[config.mk]
export PLATFORM = sky130hd
export DESIGN_NAME = rotary_menu_cursor
export DESIGN_NICKNAME = d
export VERILOG_FILES = /design/src/rtl/core/rmc_pkg.sv /design/src/rtl/core/rmc_seq.sv /design/src/rtl/core/rotary_menu_cursor.sv
export SDC_FILE = /design/constraint.sdc
export NUM_CORES = 1
export LEC_CHECK = 0
export BUFFER_PORTS_ARGS = -buffer_cell sky130_fd_sc_hd__buf_4
export CORE_ASPECT_RATIO = 0.7
export CORE_MARGIN = 5
export CORE_UTILIZATION = 66
export CTS_BUF_LIST = sky130_fd_sc_hd__clkbuf_16
export CTS_CLUSTER_DIAMETER = 50
export DETAILED_ROUTE_END_ITERATION = 8
export GPL_TIMING_DRIVEN = 0
export PLACE_DENSITY_LB_ADDON = 0.3
export REMOVE_ABC_BUFFERS = 1
export SLEW_MARGIN = 20
export SYNTH_ARGS = -nofsm -noshare
export SYNTH_HDL_FRONTEND = slang
export SYNTH_SLANG_ARGS = --single-unit
[constraint.sdc]
create_clock -name clk -period 8.5 [get_ports clk]
set_input_delay 0.425 -clock clk [delete_from_list [all_inputs] [get_ports clk]]
set_output_delay 0.425 -clock clk [all_outputs]
set_load 0.02 [all_outputs]
[src/rtl/core/rmc_pkg.sv]
`timescale 1ns / 1ps

package rmc_pkg;

  localparam int MENU_SLOTS = 32;
  localparam int USED_SLOTS = (MENU_SLOTS > 32) ? 32 : ((MENU_SLOTS < 1) ? 1 : MENU_SLOTS);
  localparam int SLOT_W     = 5;
  localparam logic [SLOT_W-1:0] TOP_SLOT = SLOT_W'(USED_SLOTS - 1);

  localparam int MASK_W  = 32;
  localparam int TICKS_W = 16;
  localparam int STEPS_W = 8;
  localparam int PRESS_W = 8;
  localparam int RES_W   = 2;
  localparam int CFG_IDX_W = 1;

  localparam logic [CFG_IDX_W-1:0] CFG_MENU_MASK   = 1'd0;
  localparam logic [CFG_IDX_W-1:0] CFG_LONG_TICKS  = 1'd1;
  localparam logic [TICKS_W-1:0]   LONG_TICKS_RST  = 16'd1000;

  localparam logic [RES_W-1:0] RES_NONE    = 2'd0;
  localparam logic [RES_W-1:0] RES_LONG    = 2'd1;
  localparam logic [RES_W-1:0] RES_SELECT  = 2'd2;
  localparam logic [RES_W-1:0] RES_CHANGED = 2'd3;

  // datapath operations
  localparam logic [2:0] OP_LATCH   = 3'd0;
  localparam logic [2:0] OP_FIND_LO = 3'd1;
  localparam logic [2:0] OP_FIND_HI = 3'd2;
  localparam logic [2:0] OP_CLAMP   = 3'd3;
  localparam logic [2:0] OP_MOVE    = 3'd4;
  localparam logic [2:0] OP_EMIT    = 3'd5;

  // sequencer conditions
  localparam logic [2:0] C_NEVER    = 3'd0;
  localparam logic [2:0] C_ALWAYS   = 3'd1;
  localparam logic [2:0] C_NO_IN    = 3'd2;
  localparam logic [2:0] C_SKIP     = 3'd3;
  localparam logic [2:0] C_MORE     = 3'd4;
  localparam logic [2:0] C_OUT_BUSY = 3'd5;

  localparam int PC_W = 3;

  typedef struct packed {
    logic [2:0]      op;
    logic [2:0]      hold;
    logic [2:0]      br;
    logic [PC_W-1:0] target;
  } ctrl_word_t;

  typedef struct packed {
    logic in_valid;
    logic skip_move;
    logic move_more;
    logic out_busy;
  } seq_status_t;

  localparam logic [PC_W-1:0] PC_IDLE = 3'd0;
  localparam logic [PC_W-1:0] PC_MOVE = 3'd4;
  localparam logic [PC_W-1:0] PC_EMIT = 3'd5;

  function automatic ctrl_word_t rmc_rom(input logic [PC_W-1:0] pc);
    ctrl_word_t w;
    begin
      w = '{op: OP_EMIT, hold: C_NEVER, br: C_ALWAYS, target: PC_IDLE};
      case (pc)
        3'd0: w = '{op: OP_LATCH,   hold: C_NO_IN,    br: C_NEVER,  target: PC_IDLE};
        3'd1: w = '{op: OP_FIND_LO, hold: C_NEVER,    br: C_NEVER,  target: PC_IDLE};
        3'd2: w = '{op: OP_FIND_HI, hold: C_NEVER,    br: C_NEVER,  target: PC_IDLE};
        3'd3: w = '{op: OP_CLAMP,   hold: C_NEVER,    br: C_SKIP,   target: PC_EMIT};
        3'd4: w = '{op: OP_MOVE,    hold: C_MORE,     br: C_NEVER,  target: PC_IDLE};
        3'd5: w = '{op: OP_EMIT,    hold: C_OUT_BUSY, br: C_ALWAYS, target: PC_IDLE};
        default: w = '{op: OP_EMIT, hold: C_NEVER,    br: C_ALWAYS, target: PC_IDLE};
      endcase
      return w;
    end
  endfunction

  localparam logic [MASK_W-1:0] USED_MASK = {MASK_W{1'b1}} >> (MASK_W - USED_SLOTS);

  function automatic logic [MASK_W-1:0] slots_below(input logic [SLOT_W-1:0] i);
    return (MASK_W'(1) << i) - MASK_W'(1);
  endfunction

  function automatic logic [MASK_W-1:0] slots_above(input logic [SLOT_W-1:0] i);
    return ~((MASK_W'(2) << i) - MASK_W'(1));
  endfunction

  function automatic logic [SLOT_W-1:0] lowest_set(input logic [MASK_W-1:0] v);
    logic [SLOT_W-1:0] r;
    begin
      r = '0;
      for (int i = MASK_W - 1; i >= 0; i--) begin
        if (v[i]) r = SLOT_W'(i);
      end
      return r;
    end
  endfunction

  function automatic logic [SLOT_W-1:0] highest_set(input logic [MASK_W-1:0] v);
    logic [SLOT_W-1:0] r;
    begin
      r = '0;
      for (int i = 0; i < MASK_W; i++) begin
        if (v[i]) r = SLOT_W'(i);
      end
      return r;
    end
  endfunction

endpackage

[src/rtl/core/rmc_seq.sv]
`timescale 1ns / 1ps

module rmc_seq (
  input  logic                clk,
  input  logic                rst_n,
  input  rmc_pkg::seq_status_t status,
  output logic [2:0]          op
);
  import rmc_pkg::*;

  logic [PC_W-1:0] pc_r, pc_nxt;
  ctrl_word_t      word;
  logic            hold_c, br_c;

  function automatic logic cond_eval(input logic [2:0] c, input seq_status_t s);
    logic r;
    begin
      r = 1'b0;
      unique case (c)
        C_NEVER:    r = 1'b0;
        C_ALWAYS:   r = 1'b1;
        C_NO_IN:    r = !s.in_valid;
        C_SKIP:     r = s.skip_move;
        C_MORE:     r = s.move_more;
        C_OUT_BUSY: r = s.out_busy;
        default:    r = 1'b0;
      endcase
      return r;
    end
  endfunction

  always_comb begin
    word   = rmc_rom(pc_r);
    hold_c = cond_eval(word.hold, status);
    br_c   = cond_eval(word.br, status);
    if (hold_c) begin
      pc_nxt = pc_r;
    end else if (br_c) begin
      pc_nxt = word.target;
    end else begin
      pc_nxt = pc_r + PC_W'(1);
    end
  end

  assign op = word.op;

  always_ff @(posedge clk) begin
    if (!rst_n) begin
      pc_r <= PC_IDLE;
    end else begin
      pc_r <= pc_nxt;
    end
  end

endmodule

[src/rtl/core/rotary_menu_cursor.sv]
`timescale 1ns / 1ps

// Menu cursor for a rotary encoder with push button.
// in_*: one transfer per encoder report. in_tdata carries rotation, press
// count and held time; in_tuser carries the button-held flag.
// out_*: one transfer per report: the menu event and the cursor slot after it.
// cfg_*: write-only registers; index 0 is the slot enable mask, index 1 the
// long-press threshold. Write them only while the block is idle.
// A microcoded sequencer steps a small datapath: latch, find lowest enabled
// slot, find highest, snap and clamp the cursor, then one slot move per cycle
// with a priority encoder, then emit. Each move lands on a new slot, so a
// report makes at most 31 moves.
// in_tready is high only while the sequencer waits for a report; the output
// register lets the next report be taken while a result still waits.
// If the receiver stalls, the sequencer holds at the emit step.
// Reset clears the cursor to slot 0, the mask to zero and sets the
// long-press threshold to 1000 ticks.
module rotary_menu_cursor (
  input  logic                            clk,
  input  logic                            rst_n,
  input  logic                            in_tvalid,
  output logic                            in_tready,
  input  logic [31:0]                     in_tdata,   // rotary_steps, press_count, held_time
  input  logic                            in_tuser,   // button_down
  output logic                            out_tvalid,
  input  logic                            out_tready,
  output logic [7:0]                      out_tdata,  // menu_result, cursor_slot
  input  logic                            cfg_we,
  input  logic [rmc_pkg::CFG_IDX_W-1:0]   cfg_index,
  input  logic [rmc_pkg::MASK_W-1:0]      cfg_wdata
);
  import rmc_pkg::*;

  logic [MASK_W-1:0]  mask_r;
  logic [TICKS_W-1:0] ticks_r;

  logic [STEPS_W-1:0] rot_r;
  logic [PRESS_W-1:0] press_r;
  logic               down_r;
  logic [TICKS_W-1:0] held_r;

  logic [SLOT_W-1:0]  cursor_r, cursor_nxt;
  logic [SLOT_W-1:0]  lo_r, lo_nxt, hi_r, hi_nxt;
  logic [STEPS_W-1:0] mag_r, mag_nxt;
  logic [RES_W-1:0]   res_r, res_nxt;

  logic               out_valid_r, out_valid_nxt;
  logic [RES_W-1:0]   out_res_r, out_res_nxt;
  logic [SLOT_W-1:0]  out_slot_r, out_slot_nxt;

  logic [2:0]         op;
  seq_status_t        status;

  logic [MASK_W-1:0]  lo_cand, hi_cand, dn_cand, up_cand;
  logic [SLOT_W-1:0]  snap, clamp_lo, clamp;
  logic               long_press, no_move, rot_neg;
  logic [SLOT_W-1:0]  step_slot;
  logic               move_done;

  rmc_seq u_seq (
    .clk    (clk),
    .rst_n  (rst_n),
    .status (status),
    .op     (op)
  );

  assign in_tready = (op == OP_LATCH);
  assign rot_neg   = rot_r[STEPS_W-1];

  always_comb begin
    lo_cand    = mask_r & USED_MASK & slots_below(TOP_SLOT);
    hi_cand    = mask_r & USED_MASK & slots_above(lo_r);
    snap       = (cursor_r == '0) ? lo_r : cursor_r;
    clamp_lo   = (snap < lo_r) ? lo_r : snap;
    clamp      = (clamp_lo > hi_r) ? hi_r : clamp_lo;
    long_press = down_r && (held_r >= ticks_r);
    no_move    = (rot_r == '0) || (rot_neg && clamp == lo_r) || (!rot_neg && clamp == hi_r);

    dn_cand = mask_r & slots_below(cursor_r) & slots_above(lo_r);
    up_cand = mask_r & slots_above(cursor_r) & slots_below(hi_r);
    if (rot_neg) begin
      step_slot = (dn_cand != '0) ? highest_set(dn_cand) : lo_r;
      move_done = (step_slot == lo_r) || (mag_r == STEPS_W'(1));
    end else begin
      step_slot = (up_cand != '0) ? lowest_set(up_cand) : hi_r;
      move_done = (step_slot == hi_r) || (mag_r == STEPS_W'(1));
    end
  end

  always_comb begin
    status.in_valid  = in_tvalid;
    status.skip_move = long_press || (press_r != '0) || no_move;
    status.move_more = !move_done;
    status.out_busy  = out_valid_r && !out_tready;
  end

  always_comb begin
    cursor_nxt    = cursor_r;
    lo_nxt        = lo_r;
    hi_nxt        = hi_r;
    mag_nxt       = mag_r;
    res_nxt       = res_r;
    out_valid_nxt = out_valid_r && !out_tready;
    out_res_nxt   = out_res_r;
    out_slot_nxt  = out_slot_r;
    unique case (op)
      OP_LATCH: begin
      end
      OP_FIND_LO: begin
        lo_nxt = (lo_cand != '0) ? lowest_set(lo_cand) : TOP_SLOT;
      end
      OP_FIND_HI: begin
        hi_nxt = (hi_cand != '0) ? highest_set(hi_cand) : lo_r;
      end
      OP_CLAMP: begin
        cursor_nxt = clamp;
        mag_nxt    = rot_neg ? (STEPS_W'(0) - rot_r) : rot_r;
        if (long_press) begin
          res_nxt = RES_LONG;
        end else if (press_r != '0) begin
          res_nxt = RES_SELECT;
        end else if (no_move) begin
          res_nxt = RES_NONE;
        end else begin
          res_nxt = RES_CHANGED;
        end
      end
      OP_MOVE: begin
        cursor_nxt = step_slot;
        mag_nxt    = mag_r - STEPS_W'(1);
      end
      OP_EMIT: begin
        if (!status.out_busy) begin
          out_valid_nxt = 1'b1;
          out_res_nxt   = res_r;
          out_slot_nxt  = cursor_r;
        end
      end
      default: begin
      end
    endcase
  end

  always_ff @(posedge clk) begin
    if (!rst_n) begin
      mask_r      <= '0;
      ticks_r     <= LONG_TICKS_RST;
      cursor_r    <= '0;
      out_valid_r <= 1'b0;
    end else begin
      if (cfg_we) begin
        if (cfg_index == CFG_MENU_MASK) mask_r <= cfg_wdata;
        if (cfg_index == CFG_LONG_TICKS) ticks_r <= cfg_wdata[TICKS_W-1:0];
      end
      cursor_r    <= cursor_nxt;
      out_valid_r <= out_valid_nxt;
    end
  end

  always_ff @(posedge clk) begin
    if (in_tvalid && in_tready) begin
      rot_r   <= in_tdata[7:0];
      press_r <= in_tdata[15:8];
      held_r  <= in_tdata[31:16];
      down_r  <= in_tuser;
    end
    lo_r       <= lo_nxt;
    hi_r       <= hi_nxt;
    mag_r      <= mag_nxt;
    res_r      <= res_nxt;
    out_res_r  <= out_res_nxt;
    out_slot_r <= out_slot_nxt;
  end

  assign out_tvalid = out_valid_r;
  assign out_tdata  = {1'b0, out_slot_r, out_res_r};

  a_no_double_take: assert property (@(posedge clk) disable iff (!rst_n)
    (in_tvalid && in_tready) |=> !in_tready)
    else $error("input taken twice in a row");

  a_emit_in_range: assert property (@(posedge clk) disable iff (!rst_n)
    (op == OP_EMIT) |-> (cursor_r >= lo_r && cursor_r <= hi_r))
    else $error("cursor outside enabled range at emit");

  a_move_has_steps: assert property (@(posedge clk) disable iff (!rst_n)
    (op == OP_MOVE) |-> (mag_r != '0))
    else $error("move step with no rotation left");

  a_move_is_change: assert property (@(posedge clk) disable iff (!rst_n)
    (op == OP_MOVE) |-> (res_r == RES_CHANGED))
    else $error("move step without changed result");

endmodule
==> results of run 1 <==
worst max-delay path, delay by kind of cell (launching register included):
kind                     cells  cell delay [ns]
flip-flops                   1             1.07
buffers and inverters        1             0.64
AO/OA/AOI/OAI               11             2.69
multiplexers                 2             0.58
adder cells (fa/ha/maj)      2             0.69
AND/OR/NAND/NOR              3             0.60
per-layer routing:
metal  part of all wire, %  track usage, %  vias to the layer above
met5                     0               0                        -
met4                   2.6            11.4                        0
met3                    16            12.3                       79
met2                    42            53.1                      726
met1                    40            53.5                     4745
li1                      -               -                     4636
logic make-up after synthesis:
group | after synthesis
flops | 117
other cells | 1
compound gates | 393
buf+inv | 134
mux | 12
simple gates | 523
fa+ha+maj | 32
xor+xnor | 25
where the power goes:
| part | internal, uW | leakage, uW | switching (uW) |
|---|---|---|---|
| Sequential | 753 | 0.00103 | 301 |
| Clock | 392 | 0.000284 | 320 |
| Combinational | 696 | 0.00287 | 1170 |
per-stage QoR:
stage               cell area (um^2)  hold WS (ns)  utilization (%)  total power, uW
global route                   10700         0.155             73.8             3830
finish                         10700         0.168             73.8             3640
global placement               10100         0.404             69.6             2740
detailed placement             10100         0.412             69.7             2800
CTS                            10700         0.163             73.8             3540
floorplan                       9280         0.400                -             2240
path summary, 6_finish.rpt:
| path | startpoint | to | slack, ns | cells past startpoint |
|---|---|---|---|---|
| setup / recovery | lo_r[2] | u_seq.pc_r[0] | 2.11 | 19 |
| hold / removal | in_tdata[19] | held_r[3] | 0.17 | 1 |
| setup reg to reg | lo_r[2] | u_seq.pc_r[0] | 2.11 | 19 |
| hold reg to reg | res_r[1] | out_res_r[1] | 0.44 | 0 |
final cells by class:
type,instances,area [um^2],area share (%)
timing repair buffer,80,608,5.67
sequential,117,2950,27.5
tap,195,244,2.28
multi-input combinational,986,6150,57.3
clock buffer,17,425,3.97
inverter,52,195,1.82
clock inverter,15,158,1.47
Yosys cell counts (10+ instances only):
| cell type | number |
|---|---|
| nand2_1 | 182 |
| o21ai_0 | 77 |
| nor2_1 | 73 |
| a21oi_1 | 70 |
| edfxtp_1 | 60 |
| dfxtp_1 | 57 |
| a21boi_0 | 49 |
| inv_1 | 48 |
| clkbuf_1 | 44 |
| nand3_1 | 43 |
| nor3_1 | 37 |
| ha_1 | 32 |
| buf_2 | 30 |
| nor2b_1 | 22 |
| o211ai_1 | 22 |
| nor4_1 | 21 |
| and3_1 | 20 |
| nand2b_1 | 20 |
| a211oi_1 | 18 |
| and2_1 | 17 |
| or3_1 | 15 |
| a21o_1 | 14 |
| xor2_1 | 13 |
| a31oi_1 | 12 |
| xnor2_1 | 12 |
| nand4_1 | 11 |
| nor3b_1 | 10 |
sequential cells by signal, summed over array words and instances (netlist names), 2 cells and up:
name        count
out_slot_r      5
mask_r         32
hi_r            5
press_r         8
ticks_r        16
mag_r           8
res_r           2
rot_r           8
u_seq.pc_r      3
held_r         16
lo_r            5
cursor_r        5
out_res_r       2
cells in the final DEF, fill, tap and decap left out, types with 8 or more instances in the layout:
master       n
nand2_1    182
buf_4       79
o21ai_0     76
nor2_1      73
a21oi_1     70
edfxtp_1    60
dfxtp_1     54
a21boi_0    49
inv_1       48
nand3_1     43
nor3_1      37
ha_1        32
o211ai_1    22
nor2b_1     21
nor4_1      21
and3_1      20
nand2b_1    19
a211oi_1    18
and2_1      17
clkbuf_16   17
or3_1       15
a21o_1      14
xor2_1      13
xnor2_1     12
a31oi_1     12
nand4_1     11
nor3b_1     10
o22ai_1      9
o21a_1       9
nand3b_1     9
o31ai_1      8
mux2i_1      8
or4_1        8
o311a_1      8
==> results.cfg, run 1 <==
[synthesis]
synth_edf_count = 60
synth_compound_area_share_pct = 28.3
synth_mux_area_share_pct = 1.30
yosys.area_share.simple_pct = 27.6
synth-xor-area-share_pct = 2.27
syn_inst = 1237
synth_area_mm2 = 0.00965
async_flop_share_pct = 0
synth-adder-area-share_pct = 4.15
synth_top_family_by_area = compound AO/OA/AOI/OAI gates
synth_warnings = 0
ys_seq_area_share_pct = 30.5
synthTopCellsByArea = edfxtp_1 19%, dfxtp_1 12%, nand2_1 7.1%, ha_1 4.2%, o21ai_0 4.0%
syn_area_per_cell_um2 = 7.80
yosysTopAreaCellShare_pct = 18.7
synth_largest_area_cell = edfxtp_1
ys.flop_type = edfxtp_1
ys_ff_latch = 117
synth_cell_type_count = 92

[clock_tree]
cts_max_level = 4
cts_max_path_buffers = 2
cts_inserted_buffers = 17
cts_tree = built
cts_setup_buffers = 0
cts-resized-gates = 0
clkSinkCount = 117
cts_hold_buf = 0
clk_pin_slew_ns = 0.07
clock_latency_ns = 0.43
cts-root-buf = clkbuf_16

[global_routing]
antenna_found_initial = 0
grt.total_usage_pct = 37.3
grt_remaining_overflow = 0
grt_pass1_vias = 9308
grt_pass1_wl_um = 50900
grt_max_degree = 59

[pwr]
leakagePower_uw = 0.00418
ir_drop_mv = 0.238
power.density_mw_per_mm2 = 339

[drt]
dr.pass1.iters = 7
drt-wirelength-per-cell_um = 22.4
drt_iter0_markers = 1737
vias = 10200
routed_via_density = 6.97
drc = 0
drtAntennaViolNets = 0
drt_wl_total_um = 32800

[place]
place_inst = 1430
io_buffers = 79
gp_congestion = 1.06
dp_slack_ns = 2.39
dpl.hpwl_um = 23700

[cells_and_area]
area_growth_pct = 11.2
final_cell_count_no_fill = 1462
num-nets-final = 1357
diodes = 0
nFillCells = 1090
drive_above_1_share_pct = 11.8

[sta]
tightest_slew_ns = 1.10
setup_tns_ns = 0
finalSetupViolations = 0
rsz0062_at_grt = no
skew_ns = 0.00887
period_minus_slack_ns = 6.39
hold_viol = 0
post-route-period-util_pct = 75.2
fin_ws_ns = 2.11
finalMaxSlewViolations = 0
max_freq_mhz = 157
relSlewSlack_pct = 26.6

[floorplanning]
initial_core_util_pct = 66.4
ios = 81
fp-row-count = 37
dieWidth_um = 155
core_mm2 = 0.0145
die_area_mm2 = 0.0172
fp.dieH_um = 111

[critical_path]
required_ns = 8.81
cp_slowest_stage_delay_ns = 1.07
start_kind = flop
endpoint_kind = flop
path_cells = clkinv_1 -> ha_1 -> a21oi_1 -> a21oi_1 -> o21ai_1 -> mux2i_1 -> ha_1 -> nor2b_1 -> o21a_1 -> o21a_1 -> o21ai_0 -> and2_0 -> mux2_2 -> a211oi_1 -> a2111o_1 -> o31ai_1 -> nand2_1 -> o311a_1 -> a41o_1
critical_path_class = reg2reg
path_max_fanout = 29
crit_slowest_cell = edfxtp_1
arrival_ns = 6.70

[run_status]
outcome = completed

[hold_path]
hold_class = in2reg

[flow_run]
maxCapViolCount = 0
No activity file was read; power rests on OpenSTA's default activity.
==> inputs of run 2 (changes only) <==
- CORE_UTILIZATION: 66 -> 62
- clock period: 8.5 -> 6.34 ns (I/O delays scaled with it)
==> run 2 against run 1 <==
Effect of this change: final cell count grew 0.41%; clock power grew 30%; via count shrank 0.49%; combinational power grew 32%; register-to-register slack lost 1.9 ns; critical path depth shrank 3; first-iteration DRC count shrank 23%; non-clock buffer count grew 1; critical endpoint unchanged.
==> results.cfg, run 2 (same netlist as run 1, synthesis figures left out) <==
[run_status]
outcome = completed

[pwr]
switching_share_pct = 48.8
power.density_mw_per_mm2 = 448
pwr-share-seq_pct = 29.5
p_int_uw = 2460
leakagePower_uw = 0.00417
ir_drop_mv = 0.222
switchingPower_uw = 2350
p_comb_share_pct = 51.3
power_frac_clock_pct = 19.2

[global_routing]
grt_remaining_overflow = 0
grt.total_usage_pct = 35.3
grt_pass1_wl_um = 51300
grt_util_met2_pct = 50.7
top_usage_layer = met2
use_met1_pct = 50.6
grt_pass1_vias = 9469
antenna_found_initial = 0
grtUsageMet3_pct = 11.7
grt_max_degree = 59

[clock_tree]
cts-root-buf = clkbuf_16
cts_max_level = 4
cts_hold_buf = 0
clock_latency_ns = 0.42
clkSinkCount = 117
cts_inserted_buffers = 17
clk_pin_slew_ns = 0.06
cts_max_path_buffers = 2
cts_tree = built

[drt]
drtAntennaViolNets = 0
routed_via_density = 6.90
drt-wirelength-per-cell_um = 22.1
drc = 0
drt_wl_total_um = 32500
vias = 10100
drt_iter0_markers = 1344
dr.pass1.iters = 6

[sta]
tightest_slew_ns = 1.16
post-route-period-util_pct = 96.1
rsz0062_at_grt = no
finalMaxSlewViolations = 0
finalSetupViolations = 0
period_minus_slack_ns = 6.09
max_freq_mhz = 164
relSlewSlack_pct = 22.9
setup_tns_ns = 0
skew_ns = 0.00964
hold_viol = 0

[place]
dpl.hpwl_um = 23900
io_buffers = 79
gp_congestion = 1.04
place_inst = 1435

[critical_path]
crit_slowest_cell = dfxtp_1
cpLargestDelayFamily = compound AO/OA/AOI/OAI gates
required_ns = 6.65
path_cells = or3_1 -> nor3_2 -> inv_1 -> ha_1 -> nor4_1 -> mux2_2 -> a22oi_1 -> o21ai_0 -> o211ai_1 -> a211oi_1 -> a211oi_1 -> mux2_2 -> a31o_1 -> a211oi_4 -> o21ai_0 -> a41o_1
cp_slowest_stage_delay_ns = 1.02
critical_path_class = reg2reg
critPathBufInv = 1
arrival_ns = 6.40
start_kind = flop
endpoint_kind = flop
path_max_fanout = 30

[hold_path]
hold_class = in2reg

[cells_and_area]
area_growth_pct = 11.3
final_cell_count_no_fill = 1468
drive_above_1_share_pct = 12.0
largest_reg_flops = 32
final_common_cell = nand2_1
num-nets-final = 1358
regMostFlops = mask_r
final_cell_mix = 182 x nand2_1, 79 x buf_4, 76 x o21ai_0, 71 x nor2_1, 70 x a21oi_1
diodes = 0
top_regs = mask_r (32), held_r (16), ticks_r (16)

[floorplanning]
die_area_mm2 = 0.0182
ios = 81
core_mm2 = 0.0154
fp-row-count = 38
initial_core_util_pct = 62.8
dieWidth_um = 159
fp.dieH_um = 114

[flow_run]
maxCapViolCount = 0
==> run 2: cell count changes in the layout (fill, tap and decap cells not counted), sizes merged <==
cell / change
clkinv: -3
clkinvlp: +2
buf: +1
inv: +1
==> run 2: final cells by class <==
type	count	area (um^2)
clock buffers	17	425
clock inverters	15	148
inverters	52	195
fillers	1252	4620
multi-input cells	986	6150
flip-flops and latches	117	2950
well taps	200	250
repair buffers	81	619
==> run 2: per-stage QoR <==
| stage | hold slack, ns | util, % | total power [uW] | worst slack, ns | cell area [um^2] |
|---|---|---|---|---|---|
| after floorplan | 0.400 | - | 3000 | 1.36 | 9280 |
| after global placement | 0.405 | 65.9 | 3690 | 0.221 | 10100 |
| after detailed placement | 0.408 | 66.1 | 3760 | 0.256 | 10100 |
| after CTS | 0.0468 | 69.8 | 4710 | 0.189 | 10700 |
| after global routing | 0.0543 | 69.9 | 5090 | 0.0425 | 10700 |
| final | 0.0649 | 69.9 | 4810 | 0.248 | 10700 |
==> run 2: timing repair <==
| action | CTS | global route |
|---|---|---|
| endpoints found under the hold margin | 0 | 0 |
| endpoints found under the setup margin | 0 | 3 |
| gates resized for setup | 0 | 1 |
| buffers inserted | 0 | 1 |
==> run 2: final timing paths <==
| kind | depth (start not counted) | from | slack (ns) | end |
|---|---|---|---|---|
| worst max register to register | 16 | cursor_r[1] | 0.25 | u_seq.pc_r[0] |
| worst min register to register | 0 | res_r[1] | 0.44 | out_res_r[1] |
| worst max-delay path | 16 | cursor_r[1] | 0.25 | u_seq.pc_r[0] |
| worst min-delay path | 1 | in_tdata[29] | 0.06 | held_r[13] |
==> run 2: power by group through the flow <==
| stage | registers [uW] | clock network [uW] | logic (uW) |
|---|---|---|---|
| floorplan | 1260 | 0 | 1740 |
| global placement | 1400 | 0 | 2290 |
| detailed placement | 1410 | 0 | 2350 |
| CTS | 1390 | 936 | 2380 |
| global route | 1440 | 973 | 2680 |
| finish | 1420 | 923 | 2470 |
==> run 2: per-layer routing <==
layer	share of wire [%]	vias up	wire length (um)
li1	-	4655	-
met1	42	4711	13500
met2	41	679	13200
met3	15	91	4940
met4	2.7	0	892
met5	0	-	0
